===== src/hdl/utf8sv_pkg.sv =====
package utf8sv_pkg;

  localparam int unsigned COUNT_W = 17;
  localparam int unsigned ACC_W   = 21;
  localparam int unsigned CFG_W   = 16;
  localparam int unsigned PADDR_W = 3;
  localparam int unsigned PDATA_W = 32;

  localparam logic [0:0] REG_MAX_BYTES = 1'b0;
  localparam logic [CFG_W-1:0] MAX_BYTES_RESET = 16'hFFFF;

  localparam logic [7:0] ASCII_MAX   = 8'h7F;
  localparam logic [7:0] LEAD2_MASK  = 8'hE0;
  localparam logic [7:0] LEAD2_TAG   = 8'hC0;
  localparam logic [7:0] LEAD3_MASK  = 8'hF0;
  localparam logic [7:0] LEAD3_TAG   = 8'hE0;
  localparam logic [7:0] LEAD4_MASK  = 8'hF8;
  localparam logic [7:0] LEAD4_TAG   = 8'hF0;
  localparam logic [7:0] CONT_MASK   = 8'hC0;
  localparam logic [7:0] CONT_TAG    = 8'h80;

  localparam logic [ACC_W-1:0] MIN_CP2   = 21'h00080;
  localparam logic [ACC_W-1:0] MIN_CP3   = 21'h00800;
  localparam logic [ACC_W-1:0] MIN_CP4   = 21'h10000;
  localparam logic [ACC_W-1:0] MAX_CP    = 21'h10FFFF;
  localparam logic [ACC_W-1:0] SURR_LOW  = 21'h0D800;
  localparam logic [ACC_W-1:0] SURR_HIGH = 21'h0DFFF;

  localparam logic [2:0] SEQ_LEN1 = 3'd1;
  localparam logic [2:0] SEQ_LEN2 = 3'd2;
  localparam logic [2:0] SEQ_LEN3 = 3'd3;
  localparam logic [2:0] SEQ_LEN4 = 3'd4;

  typedef enum logic [1:0] {
    VERDICT_VALID    = 2'd0,
    VERDICT_TOO_LONG = 2'd1,
    VERDICT_NULL     = 2'd2,
    VERDICT_BAD_UTF8 = 2'd3
  } verdict_t;

  typedef struct packed {
    logic [COUNT_W-1:0] count;
    logic [1:0]         pend;
    logic [2:0]         seq_len;
    logic [ACC_W-1:0]   acc;
    logic               null_seen;
    logic               bad;
  } str_state_t;

  typedef struct packed {
    str_state_t         state_next;
    verdict_t           verdict;
    logic [COUNT_W-1:0] length;
  } dec_result_t;

endpackage


===== src/hdl/utf8sv_decode.sv =====
module utf8sv_decode
  import utf8sv_pkg::*;
(
  input  str_state_t     cur,
  input  logic [7:0]     byte_in,
  input  logic           last_byte,
  input  logic [CFG_W-1:0] limit,
  output dec_result_t    res
);

  str_state_t         nxt;
  logic [COUNT_W-1:0] count_cap;
  logic [ACC_W-1:0]   acc_shift;
  logic [1:0]         pend_dec;
  logic               cp_reject;
  logic               fin_bad;

  always_comb begin
    nxt       = cur;
    count_cap = {1'b0, limit} + 17'd1;
    acc_shift = {cur.acc[ACC_W-7:0], byte_in[5:0]};
    pend_dec  = cur.pend - 2'd1;
    cp_reject = ((cur.seq_len == SEQ_LEN2) && (acc_shift < MIN_CP2)) ||
                ((cur.seq_len == SEQ_LEN3) && (acc_shift < MIN_CP3)) ||
                ((cur.seq_len == SEQ_LEN4) && (acc_shift < MIN_CP4)) ||
                (acc_shift > MAX_CP) ||
                ((acc_shift >= SURR_LOW) && (acc_shift <= SURR_HIGH));

    nxt.count = (cur.count < count_cap) ? cur.count + 17'd1 : count_cap;
    if (byte_in == 8'h00) begin
      nxt.null_seen = 1'b1;
    end

    if (!cur.bad) begin
      if (cur.pend == 2'd0) begin
        if (byte_in <= ASCII_MAX) begin
          nxt.seq_len = SEQ_LEN1;
          nxt.acc     = {13'd0, byte_in};
        end else if ((byte_in & LEAD2_MASK) == LEAD2_TAG) begin
          nxt.seq_len = SEQ_LEN2;
          nxt.pend    = 2'd1;
          nxt.acc     = {16'd0, byte_in[4:0]};
        end else if ((byte_in & LEAD3_MASK) == LEAD3_TAG) begin
          nxt.seq_len = SEQ_LEN3;
          nxt.pend    = 2'd2;
          nxt.acc     = {17'd0, byte_in[3:0]};
        end else if ((byte_in & LEAD4_MASK) == LEAD4_TAG) begin
          nxt.seq_len = SEQ_LEN4;
          nxt.pend    = 2'd3;
          nxt.acc     = {18'd0, byte_in[2:0]};
        end else begin
          nxt.bad = 1'b1;
        end
      end else if ((byte_in & CONT_MASK) != CONT_TAG) begin
        nxt.bad = 1'b1;
      end else begin
        nxt.acc  = acc_shift;
        nxt.pend = pend_dec;
        if ((pend_dec == 2'd0) && cp_reject) begin
          nxt.bad = 1'b1;
        end
      end
    end

    fin_bad = nxt.bad || (nxt.pend != 2'd0);

    if (nxt.count > {1'b0, limit}) begin
      res.verdict = VERDICT_TOO_LONG;
    end else if (nxt.null_seen) begin
      res.verdict = VERDICT_NULL;
    end else if (fin_bad) begin
      res.verdict = VERDICT_BAD_UTF8;
    end else begin
      res.verdict = VERDICT_VALID;
    end

    res.length     = nxt.count;
    res.state_next = last_byte ? '0 : nxt;
  end

endmodule


===== src/hdl/utf8sv_regs.sv =====
module utf8sv_regs
  import utf8sv_pkg::*;
(
  input  logic               clk,
  input  logic               rst,
  input  logic               psel,
  input  logic               penable,
  input  logic               pwrite,
  input  logic [PADDR_W-1:0] paddr,
  input  logic [PDATA_W-1:0] pwdata,
  output logic [PDATA_W-1:0] prdata,
  output logic               pready,
  output logic [CFG_W-1:0]   max_bytes
);

  logic sel_max;

  assign pready  = 1'b1;
  assign sel_max = (paddr[PADDR_W-1:2] == REG_MAX_BYTES);

  always_ff @(posedge clk) begin
    if (rst) begin
      max_bytes <= MAX_BYTES_RESET;
    end else if (psel && penable && pwrite && pready && sel_max) begin
      max_bytes <= pwdata[CFG_W-1:0];
    end
  end

  always_comb begin
    prdata = '0;
    if (sel_max) begin
      prdata = {{(PDATA_W-CFG_W){1'b0}}, max_bytes};
    end
  end

endmodule


===== src/hdl/utf8_string_validator.sv =====
// The verdict word is registered: the final byte passes the input stage register, then the result register.
// Throughput: one byte per cycle while byte_stall is low; the per-byte decode sits between the input
// stage register and the result register.
// Reset (synchronous, active high) clears the string state and both stages,
// and sets max_bytes to 65535.
module utf8_string_validator
  import utf8sv_pkg::*;
#(
  parameter int unsigned LENGTH_BITS = 16
) (
  input  logic               clk,
  input  logic               rst,
  input  logic               psel,
  input  logic               penable,
  input  logic               pwrite,
  input  logic [PADDR_W-1:0] paddr,
  input  logic [PDATA_W-1:0] pwdata,
  output logic [PDATA_W-1:0] prdata,
  output logic               pready,
  input  logic               byte_valid,
  output logic               byte_stall,
  input  logic [7:0]         byte_in,
  input  logic               last_byte,
  output logic               verdict_valid,
  input  logic               verdict_stall,
  output logic [1:0]         verdict,
  output logic [COUNT_W-1:0] length_seen
);

  localparam int unsigned LIMIT_W = (LENGTH_BITS < CFG_W) ? LENGTH_BITS : CFG_W;
  localparam logic [CFG_W-1:0] LIMIT_MASK =
    (LIMIT_W >= CFG_W) ? {CFG_W{1'b1}} : CFG_W'((32'd1 << LIMIT_W) - 32'd1);

  logic [CFG_W-1:0] max_bytes;
  logic [CFG_W-1:0] limit;
  logic             s1_valid;
  logic [7:0]       s1_byte;
  logic             s1_last;
  logic             s1_adv;
  str_state_t       st;
  dec_result_t      dec;

  utf8sv_regs u_regs (
    .clk       (clk),
    .rst       (rst),
    .psel      (psel),
    .penable   (penable),
    .pwrite    (pwrite),
    .paddr     (paddr),
    .pwdata    (pwdata),
    .prdata    (prdata),
    .pready    (pready),
    .max_bytes (max_bytes)
  );

  assign limit = max_bytes & LIMIT_MASK;

  utf8sv_decode u_decode (
    .cur       (st),
    .byte_in   (s1_byte),
    .last_byte (s1_last),
    .limit     (limit),
    .res       (dec)
  );

  // hold the stage only when a final byte meets a stalled result
  assign byte_stall = s1_valid && s1_last && verdict_valid && verdict_stall;
  assign s1_adv     = s1_valid && !byte_stall;

  always_ff @(posedge clk) begin
    if (rst) begin
      s1_valid <= 1'b0;
    end else if (!byte_stall) begin
      s1_valid <= byte_valid;
    end
  end

  always_ff @(posedge clk) begin
    if (byte_valid && !byte_stall) begin
      s1_byte <= byte_in;
      s1_last <= last_byte;
    end
  end

  always_ff @(posedge clk) begin
    if (rst) begin
      st <= '0;
    end else if (s1_adv) begin
      st <= dec.state_next;
    end
  end

  always_ff @(posedge clk) begin
    if (rst) begin
      verdict_valid <= 1'b0;
    end else if (s1_adv && s1_last) begin
      verdict_valid <= 1'b1;
    end else if (!verdict_stall) begin
      verdict_valid <= 1'b0;
    end
  end

  always_ff @(posedge clk) begin
    if (s1_adv && s1_last) begin
      verdict     <= dec.verdict;
      length_seen <= dec.length;
    end
  end

`ifndef SYNTHESIS
  a_stall_only_on_last: assert property (@(posedge clk) disable iff (rst)
    byte_stall |-> (s1_valid && s1_last && verdict_valid))
    else $error("input stalled without a waiting final byte");

  a_clear_after_last: assert property (@(posedge clk) disable iff (rst)
    (s1_adv && s1_last) |=> (st == '0))
    else $error("string state not cleared after verdict");

  a_too_long_length: assert property (@(posedge clk) disable iff (rst)
    (verdict_valid && (verdict == VERDICT_TOO_LONG)) |->
      (length_seen == ({1'b0, limit} + 17'd1)))
    else $error("too long verdict without saturated length");

  a_count_bound: assert property (@(posedge clk) disable iff (rst)
    s1_valid |-> (st.count <= ({1'b0, limit} + 17'd1)))
    else $error("byte count beyond saturation point");
`endif

endmodule

===== config.mk =====
export PLATFORM = sky130hd
export DESIGN_NAME = utf8_string_validator
export DESIGN_NICKNAME = d
export VERILOG_FILES = /design/src/hdl/utf8sv_pkg.sv /design/src/hdl/utf8sv_decode.sv /design/src/hdl/utf8sv_regs.sv /design/src/hdl/utf8_string_validator.sv
export SDC_FILE = /design/constraint.sdc
export NUM_CORES = 1
export LEC_CHECK = 0
export BUFFER_PORTS_ARGS = -buffer_cell sky130_fd_sc_hd__buf_2
export CAP_MARGIN = 40
export CORE_AREA = 2 2 112 114
export DETAILED_ROUTE_END_ITERATION = 10
export DIE_AREA = 0 0 114 116
export PLACE_DENSITY = 0.67
export SYNTH_ARGS = -nofsm -noshare
export SYNTH_HDL_FRONTEND = slang
export SYNTH_SLANG_ARGS = --single-unit

===== constraint.sdc =====
create_clock -name clk -period 15.5 [get_ports clk]
set_clock_uncertainty 0.2 [all_clocks]
set_input_delay 1.55 -clock clk [delete_from_list [all_inputs] [get_ports clk]]
set_output_delay 1.55 -clock clk [all_outputs]
set_load 0.05 [all_outputs]

==> flow_metrics.tcl, run 1 <==
set metrics [dict create \
    post_route_cells_drive_above_1_share_pct 15.59 \
    wire_per_inst_um 15.08 \
    tns_ns 0 \
    dp_hpwl_um 9022 \
    fill_cells 1142 \
    min_path_type "flip-flop to flip-flop" \
    layout_commonest_cell "buf_2" \
    core.rowCount 40 \
    synth_seq_cells 85 \
    ios 105 \
    post_synth.cell_area_avg_um2 8.728 \
    yosysTopAreaCell "dfxtp_1" \
    port_buffers 69 \
    cts.sinks 85 \
    setup_violations 0 \
    combPwrFrac_pct 17.5 \
    grt_antenna_before_repair 0 \
    power_density_nw_per_um2 92.19 \
    required_ns 15.39 \
    min_period_over_period_pct 38.91 \
    seq_power_share_pct 43.5 \
    drv_slew 0 \
    drt-initial-drc-count 330 \
    cts_hold_buf 0 \
    worst_pin_slew_ns 0.8538 \
    intPower_mw 0.3939 \
    tritoncts "built" \
    htreeDepth 3 \
    route.detailed.drc 0 \
    grt_pass1_vias 4128 \
    ant_nets 0 \
    synth_edf_count 28 \
    start_util_pct 44.70 \
    hold_depth 2 \
    path_clk_slew_ns 0.06 \
    syn_to_final_growth_pct 12.74 \
    yosys_warnings 0 \
    yosys.area.top_type_share_pct 21.43 \
    layout_common_cells "buf_2, nand2_1, dfxtp_1" \
    worstSetupStartpointType "flip-flop" \
    path_cells "ha_1, and3_1, nand2_1, xnor2_1, ha_1, a21oi_1, o21ai_0, a2111oi_2, nand2_2, mux2i_1, ha_1, and3_1, a221oi_1, o21ai_0, a2111oi_0, a21oi_1, or3_1" \
    path_common_cell "ha_1" \
    r2r_slack_ns 9.47 \
    cpPeakStageDelay_ns 0.56 \
    fin_hold_ws_ns 0.2702 \
    cp_slowest_cell "a2111oi_2" \
    hold_viol 0 \
    grt_max_degree 51 \
    top_layer "met4" \
    gp_congestion 0.8997 \
    vias 4561 \
    die_area_um2 13220 \
    multi_input_area_um2 3034 \
    swShare_pct 28.81 \
    drt_first_pass_iters 5 \
    endpoint_kind "flip-flop" \
    drt-met1-wl_um 5868 \
    max_slew_margin_pct 42.64 \
    num-nets-final 749 \
    clk_latency_ns 0.35 \
    die_h_um 116 \
    min_period_ns 6.031 \
    synth_area_leaders "dfxtp_1, edfxtp_1, ha_1, nand2_1, xnor2_1" \
    cts_buffers 9 \
    routed_wl_um 12280 \
    synth_area_um2 5324 \
    p_clk_share_pct 39.0 \
    regArea_um2 1982 \
    cp.arrival_ns 5.92 \
    grt_overflow 0 \
    clock_path_buffers 2 \
    rsz0062_at_grt "no" \
    r2r_cells 17 \
    coreArea_um2 11910 \
    async_reset_ff_share_pct 0 \
    max_freq_mhz 165.8 \
    p_leak_nw 2.635 \
    run_status "complete, no violations" \
    vdd_drop_max_mv 0.06062 \
    grt_pass1_wl_um 20250 \
    ys_types 60 \
    cts_root_buf "clkbuf_16" \
    vias_per_cell 5.603 \
    critical_path_class "flip-flop to flip-flop" \
    power_switching_mw 0.1594 \
    yosysSeqAreaShare_pct 37.23 \
    cts_setup_buffers 0 \
    grt_usage_pct 18.99 \
    syn_inst 610 \
    die_w_um 114 \
    cap_viol_max_count 0 \
    wl_met2_um 5701 \
    n_antenna_cell 0 \
    synth-main-ff-cell "dfxtp_1" \
    wl_met3_um 467 \
    cp_max_fo 19 \
    cts-resized-gates 0 \
]
==> registers in the layout (all words and copies together) (netlist names) <==
name	cells
length_seen	17
verdict_valid	1
s1_byte	8
s1_last	1
s1_valid	1
verdict	2
st	39
u_regs.max_bytes	16
==> Yosys cell counts, types with 2 or more instances <==
cell type	n
o21a_1	3
a21oi_1	38
xnor2_1	25
nor2_1	53
a22o_1	8
buf_2	9
a21o_1	5
o31ai_1	5
ha_1	36
and3_1	4
and4_1	6
a31oi_1	3
o211ai_1	19
mux2_2	5
nand3_1	15
nand2_1	66
o21ai_0	22
nor4_1	13
nand2b_1	12
mux2i_1	19
a211oi_1	6
conb_1	2
nor2b_1	7
buf_4	17
nor3b_1	3
edfxtp_1	28
nand4_1	13
clkbuf_1	22
nor3_1	11
and4b_1	3
o2bb2ai_1	2
a221o_1	8
and2_1	2
xor2_1	3
inv_1	29
or3_1	5
or2_2	4
dfxtp_1	57
==> routing by layer <==
metal / GRT usage (%) / vias up
met5: 0 / -
met4: 7.480 / 0
met3: 3.400 / 20
met2: 30.16 / 111
met1: 25.81 / 2147
li1: - / 2283
==> power groups by stage <==
stage / Clock [mW] / Combinational [mW] / Sequential (mW)
3_5_place_dp: 0 / 0.0961 / 0.246
3_3_place_gp: 0 / 0.0940 / 0.245
6_report: 0.216 / 0.0967 / 0.241
5_1_grt: 0.227 / 0.106 / 0.242
4_1_cts: 0.219 / 0.0970 / 0.241
2_1_floorplan: 0 / 0.0749 / 0.248
==> metrics by stage <==
step / worst slack (ns) / power [mW] / utilization, % / std cells / area [um2]
floorplan: 10.44 / 0.3229 / - / 625 / 5380
global placement: 9.602 / 0.3394 / 47.69 / 796 / 5680
detailed placement: 9.554 / 0.3417 / 47.94 / 798 / 5710
CTS: 9.498 / 0.5568 / 50.39 / 814 / 6002
global route: 9.076 / 0.5744 / 50.39 / 814 / 6002
finish: 9.469 / 0.5533 / 50.39 / 814 / 6002
==> worst paths after layout <==
kind	end	from
worst max-delay path	verdict[0]	u_regs.max_bytes[0]
worst min register to register	st[11]	st[5]
worst max register to register	verdict[0]	u_regs.max_bytes[0]
worst min-delay path	st[11]	st[5]
==> worst max-delay path, delay by kind of cell, from the launching register on <==
kind            cells  cell delay [ns]
mux                 1             0.34
simple gates        5             1.38
flops               1             0.52
fa+ha+maj           3             0.93
xor+xnor            1             0.38
compound gates      7             2.01
==> cells by family after synthesis <==
logic type | count (synthesis) | synth area share [%]
other cells | 2 | 0.1411
simple gates | 226 | 21.29
flops | 85 | 37.23
fa+ha+maj | 36 | 8.461
xor+xnor | 28 | 4.606
mux | 24 | 4.630
buf+inv | 78 | 6.909
compound gates | 131 | 16.73
==> final cells by class <==
| type | count | area share, % |
|---|---|---|
| Inverter | 30 | 1.876 |
| Multi-Input combinational cell | 462 | 50.55 |
| Clock buffer | 11 | 4.044 |
| Tap cell | 147 | 3.064 |
| Timing Repair Buffer | 74 | 6.629 |
| Clock inverter | 5 | 0.8130 |
| Sequential cell | 85 | 33.02 |
Note: power is estimated with default switching activity, not from simulation.
==> inputs of run 2 (changes only) <==
Settings changed: ABC_AREA set to 1.
Clock period 15.5 ns to 5.8 ns, I/O delays scaled along.
==> run 2 against run 1 <==
- combinational power increased to 2.7 times the previous value
- synthesized cell count increased by 12%
- utilization decreased by 0.095 points
- worst hold slack got worse by 0.062 ns
- critical path type unchanged
- largest power group unchanged
- highest routed layer unchanged
==> flow_metrics.tcl, run 2 <==
set metrics [dict create \
    setup_violations 0 \
    path_common_cell "nand2_1" \
    synth-main-ff-cell "dfxtp_1" \
    cpPeakStageDelay_ns 0.51 \
    layout_common_cells "nand2_1, inv_1, buf_2" \
    port_buffers 69 \
    start_util_pct 44.76 \
    synth_seq_cells 85 \
    core.rowCount 40 \
    post_route_cells_drive_above_1_share_pct 17.67 \
    ant_nets 0 \
    synth_area_leaders "dfxtp_1, edfxtp_1, nand2_1, ha_1, inv_1" \
    wire_per_inst_um 13.76 \
    max_freq_mhz 203.3 \
    routed_wl_um 12300 \
    grt_util_met3_pct 3.870 \
    cts_hold_buf 0 \
    path_clk_slew_ns 0.06 \
    num-nets-final 829 \
    power_switching_mw 0.4293 \
    min_path_type "input pin to flip-flop" \
    intPower_mw 1.053 \
    yosysSeqAreaShare_pct 37.17 \
    synth_area_um2 5331 \
    p_leak_nw 2.864 \
    min_period_ns 4.920 \
    min_period_over_period_pct 84.82 \
    layout_commonest_cell "nand2_1" \
    grt_util_met2_pct 37.70 \
    async_reset_ff_share_pct 0 \
    swShare_pct 28.97 \
    die_w_um 114 \
    post_synth.cell_area_avg_um2 7.817 \
    synth_commonest_cells "nand2_1, inv_1, dfxtp_1" \
    vias 4644 \
    grt_pass1_vias 4551 \
    yosys.area.top_type_share_pct 21.40 \
    drv_slew 0 \
    fin_cells 894 \
    tritoncts "built" \
    tns_ns 0 \
    fill_cells 1167 \
    grt_overflow 0 \
    fin_util_pct 50.29 \
    combPwrFrac_pct 17.5 \
    yosys_warnings 0 \
    r2r_slack_ns 0.88 \
    syn_to_final_growth_pct 12.37 \
    rsz0062_at_grt "no" \
    gr-max-usage-layer "met2" \
    worst_pin_slew_ns 0.8240 \
    cts.sinks 85 \
    die_area_um2 13220 \
    cp.arrival_ns 4.83 \
    cts-resized-gates 0 \
    vias_per_cell 5.195 \
    cts_root_buf "clkbuf_16" \
    hold_viol 0 \
    worstSetupStartpointType "flip-flop" \
    ios 105 \
    yosysTopAreaCell "dfxtp_1" \
    max_slew_margin_pct 45.01 \
    grt_pass1_wl_um 20700 \
    cts_buffers 9 \
    registers.top_by_ff_count "st" \
    route.detailed.drc 0 \
    cp_slowest_cell "dfxtp_1" \
    gp_congestion 0.8465 \
    syn_inst 682 \
    vdd_drop_max_mv 0.1833 \
    grt_antenna_before_repair 0 \
    critical_path_class "flip-flop to flip-flop" \
    clk_latency_ns 0.35 \
    required_ns 5.71 \
    dp_hpwl_um 9608 \
    cp_max_fo 15 \
    coreArea_um2 11910 \
    grt_usage_pct 19.77 \
    largestRegisters "st (39), length_seen (17), u_regs.max_bytes (16)" \
    die_h_um 116 \
    largest_reg_flops 39 \
    run_status "complete, no violations" \
    cts_setup_buffers 0 \
    cap_viol_max_count 0 \
    grt.met1_usage_pct 21.11 \
    grt_max_degree 35 \
    endpoint_kind "flip-flop" \
    synth_edf_count 28 \
    clock_path_buffers 2 \
    ys_types 46 \
    p_clk_share_pct 38.6 \
    drt-initial-drc-count 237 \
    n_antenna_cell 0 \
    htreeDepth 3 \
    power_density_nw_per_um2 247.4 \
    drt_first_pass_iters 4 \
    seq_power_share_pct 43.9 \
    placed_cells 878 \
    synth.most_common_cell "nand2_1" \
]
==> run 2: cell type report <==
| type | count | area [um2] | share of cell area [%] |
|---|---|---|---|
| Multi-Input combinational cell | 488 | 2828 | 47.20 |
| Sequential cell | 85 | 1982 | 33.08 |
| Timing Repair Buffer | 72 | 379.1 | 6.328 |
| Inverter | 86 | 324.1 | 5.409 |
| Clock buffer | 12 | 246.5 | 4.114 |
| Tap cell | 147 | 183.9 | 3.070 |
| Clock inverter | 4 | 47.55 | 0.7937 |
==> run 2: stage by stage <==
| step | power (mW) | setup slack [ns] | hold slack, ns | instance area, um2 |
|---|---|---|---|---|
| global placement | 0.9140 | 1.037 | 0.2430 | 5670 |
| floorplan | 0.8717 | 1.746 | 0.2297 | 5388 |
| CTS | 1.493 | 0.9106 | 0.1997 | 5991 |
| detailed placement | 0.9229 | 0.9127 | 0.2609 | 5697 |
| finish | 1.482 | 0.8804 | 0.2077 | 5991 |
| global route | 1.543 | 0.3347 | 0.2006 | 5991 |
==> run 2: final timing paths <==
| kind | cells past startpoint | start | to |
|---|---|---|---|
| worst max-delay path | 29 | u_regs.max_bytes[0] | verdict[1] |
| worst min-delay path | 1 | byte_in[1] | s1_byte[1] |
| worst max register to register | 29 | u_regs.max_bytes[0] | verdict[1] |
| worst min register to register | 2 | st[2] | st[2] |
==> run 2: cell families (layout without fill, tap and decap cells) <==
family                     Yosys count  count (layout)  synth area share, %
and+or+nand+nor                    291             291                24.62
buffers and inverters              124             174                10.94
AOI/OAI and AO/OA                  120             120                14.74
DFF                                 85              85                37.17
adders and majority gates           36              36                8.449
xor gates and xnor gates            24              24                3.943
other                                2              17               0.1409
==> run 2: power groups by stage <==
stage / clock network, mW / logic, mW / registers, mW
after CTS: 0.581 / 0.261 / 0.651
after global placement: 0 / 0.251 / 0.663
final: 0.572 / 0.260 / 0.651
after global routing: 0.605 / 0.286 / 0.653
after floorplan: 0 / 0.203 / 0.669
after detailed placement: 0 / 0.260 / 0.663
==> run 2: worst max-delay path: cells and delay by family (launching register included) <==
family	cells	cell delay, ns
compound gates	3	0.52
buf+inv	2	0.38
fa+ha+maj	3	0.92
xor+xnor	1	0.30
flops	1	0.51
simple gates	20	1.86
==> run 2: layer usage <==
layer / vias up / routed length (um)
li1: 2345 / -
met1: 2166 / 4922
met2: 105 / 6473
met3: 28 / 525
met4: 0 / 376
met5: - / 0
==> inputs of run 3 (changes only) <==
Settings changed: PLACE_DENSITY 0.67 to 0.69.
Clock period 5.8 ns to 4.4 ns, I/O delays scaled along.
==> run 3 against run 2 <==
- global-route usage is 0.26 points lower
- die area stayed put
- register-to-register slack worse by 0.66 ns
- maximum frequency is 18% higher
- utilization is 3.8 points higher
- combinational power is 52% higher
- critical path depth is 2 lower
- clock power is 30% higher
- first-iteration DRC count is 8.0% higher
==> flow_metrics.tcl, run 3 (synthesized netlist as in run 2, its figures left out) <==
set metrics [dict create \
    run_status "complete, no violations" \
    min_period_ns 4.175 \
    port_buffers 69 \
    crit_buf_inv 2 \
    registers.top_by_ff_count "st" \
    multi_input_area_um2 3093 \
    cts_root_buf "clkbuf_16" \
    die_h_um 116 \
    die_w_um 114 \
    route.detailed.drc 0 \
    path_common_cell "nand2_1" \
    n_antenna_cell 0 \
    core.rowCount 40 \
    vias_per_cell 5.229 \
    drt-initial-drc-count 256 \
    worstHoldStart "byte_in[2]" \
    cpPeakStageDelay_ns 0.35 \
    grt_pass1_vias 4618 \
    layout_common_cells "nand2_1, inv_1, buf_2" \
    fin_hold_ws_ns 0.06717 \
    r2r_cells 27 \
    r2r-end "verdict[0]" \
    cts_buffers 9 \
    ios 105 \
    path_clk_slew_ns 0.06 \
    grt_pass1_wl_um 20390 \
    grt_max_degree 35 \
    die_area_um2 13220 \
    wire_per_inst_um 14.13 \
    routed_wl_um 12960 \
    largest_reg_flops 39 \
    cap_viol_max_count 0 \
    clk_latency_ns 0.35 \
    dp_hpwl_um 9722 \
    p_leak_nw 3.007 \
    drt_first_pass_iters 5 \
    max_freq_mhz 239.5 \
    syn_to_final_growth_pct 20.89 \
    gp_congestion 0.8763 \
    grt_antenna_before_repair 0 \
    grt_usage_pct 19.52 \
    required_ns 4.29 \
    min_path_type "input pin to flip-flop" \
    post_route_cells_drive_above_1_share_pct 25.19 \
    htreeDepth 3 \
    clock_path_buffers 2 \
    tritoncts "built" \
    coreArea_um2 11910 \
    power_density_nw_per_um2 310.1 \
    layout_commonest_cell "nand2_1" \
    grt_overflow 0 \
    ant_nets 0 \
    total_power_mw 1.999 \
    cp_slowest_cell "dfxtp_2" \
    cp_top_family "simple AND/OR/NAND/NOR gates" \
    cp_max_fo 9 \
    fin_area_um2 6445 \
    max_slew_margin_pct 47.32 \
    num-nets-final 852 \
    largestRegisters "st (39), length_seen (17), u_regs.max_bytes (16)" \
    worst_pin_slew_ns 0.7893 \
    vias 4795 \
    fill_cells 1085 \
    r2r_slack_ns 0.22 \
    start_util_pct 44.76 \
    hold_depth 1 \
    reg2reg_from "u_regs.max_bytes[0]" \
    min_period_over_period_pct 94.89 \
    vdd_drop_max_mv 0.2739 \
    regArea_um2 1988 \
    drv_slew 0 \
    cp.arrival_ns 4.07 \
    critical_path_class "flip-flop to flip-flop" \
    setup_violations 0 \
    endpoint_kind "flip-flop" \
    hold_viol 0 \
    worstSetupStartpointType "flip-flop" \
    min_to "s1_byte[2]" \
    cts.sinks 85 \
    dpl_cell_area_um2 5773 \
]
[run 3: changes by cell type in the layout (fill, tap and decap cells not counted), sizes merged]
cell,delta
buf,+23
clkbuf,+2
clkinvlp,-1
clkinv,-1
[run 3: power by group]
| group | leakage (nW) | switching (mW) | total, mW | internal, mW |
|---|---|---|---|---|
| Clock | 0.141 | 0.291 | 0.746 | 0.455 |
| Sequential | 0.742 | 0.0195 | 0.857 | 0.838 |
| Combinational | 2.12 | 0.269 | 0.395 | 0.127 |
[run 3: repair_timing]
action | 4_1_cts | 5_1_grt
gates cloned | 0 | 1
hold buffers | 0 | 0
pin swaps | 4 | 14
gates resized for setup | 10 | 57
endpoints found under the setup margin | 2 | 2
setup buffers | 2 | 9
[run 3: stage by stage]
step / TNS (ns) / util (%) / worst slack, ns / instances
floorplan: 0 / - / 0.3465 / 697
global placement: -0.01459 / 48.34 / -0.008873 / 888
detailed placement: -0.3425 / 48.47 / -0.1817 / 889
CTS: 0 / 51.19 / 0.003381 / 907
global route: -0.1103 / 54.11 / -0.06406 / 917
finish: 0 / 54.11 / 0.2250 / 917
[run 3: final cells by class]
class / instances / share of cell area, %
Tap cell: 147 / 2.854
Clock buffer: 14 / 3.941
Multi-Input combinational cell: 488 / 47.99
Timing Repair Buffer: 95 / 8.678
Clock inverter: 2 / 0.5436
Inverter: 86 / 5.145
Sequential cell: 85 / 30.85
[run 3: per-layer routing]
metal | share of wire, % | GRT usage (%) | vias up
li1 | - | - | 2391
met5 | 0 | 0 | -
met3 | 4.2 | 5.335 | 24
met2 | 54 | 37.34 | 117
met4 | 2.3 | 7.642 | 0
met1 | 39 | 20.19 | 2263
[run 3: worst max path at each step]
stage                             start    endpoint  slack, ns  cells after the start
floorplan           u_regs.max_bytes[0]  verdict[1]       0.35                     31
global placement    u_regs.max_bytes[1]  verdict[0]     -0.009                     28
finish              u_regs.max_bytes[0]  verdict[0]       0.22                     27
global route        u_regs.max_bytes[0]  verdict[0]      -0.06                     27
detailed placement  u_regs.max_bytes[1]  verdict[0]      -0.18                     28
CTS                 u_regs.max_bytes[1]  verdict[0]      0.003                     29
[run 3: worst reg2reg max path: cells and delay by family (launching register included)]
kind	cells	cell delay [ns]
flip-flops	1	0.35
buffers and inverters	2	0.28
adder cells (fa/ha/maj)	3	0.72
AND/OR/NAND/NOR	19	1.97
AO/OA/AOI/OAI	3	0.42
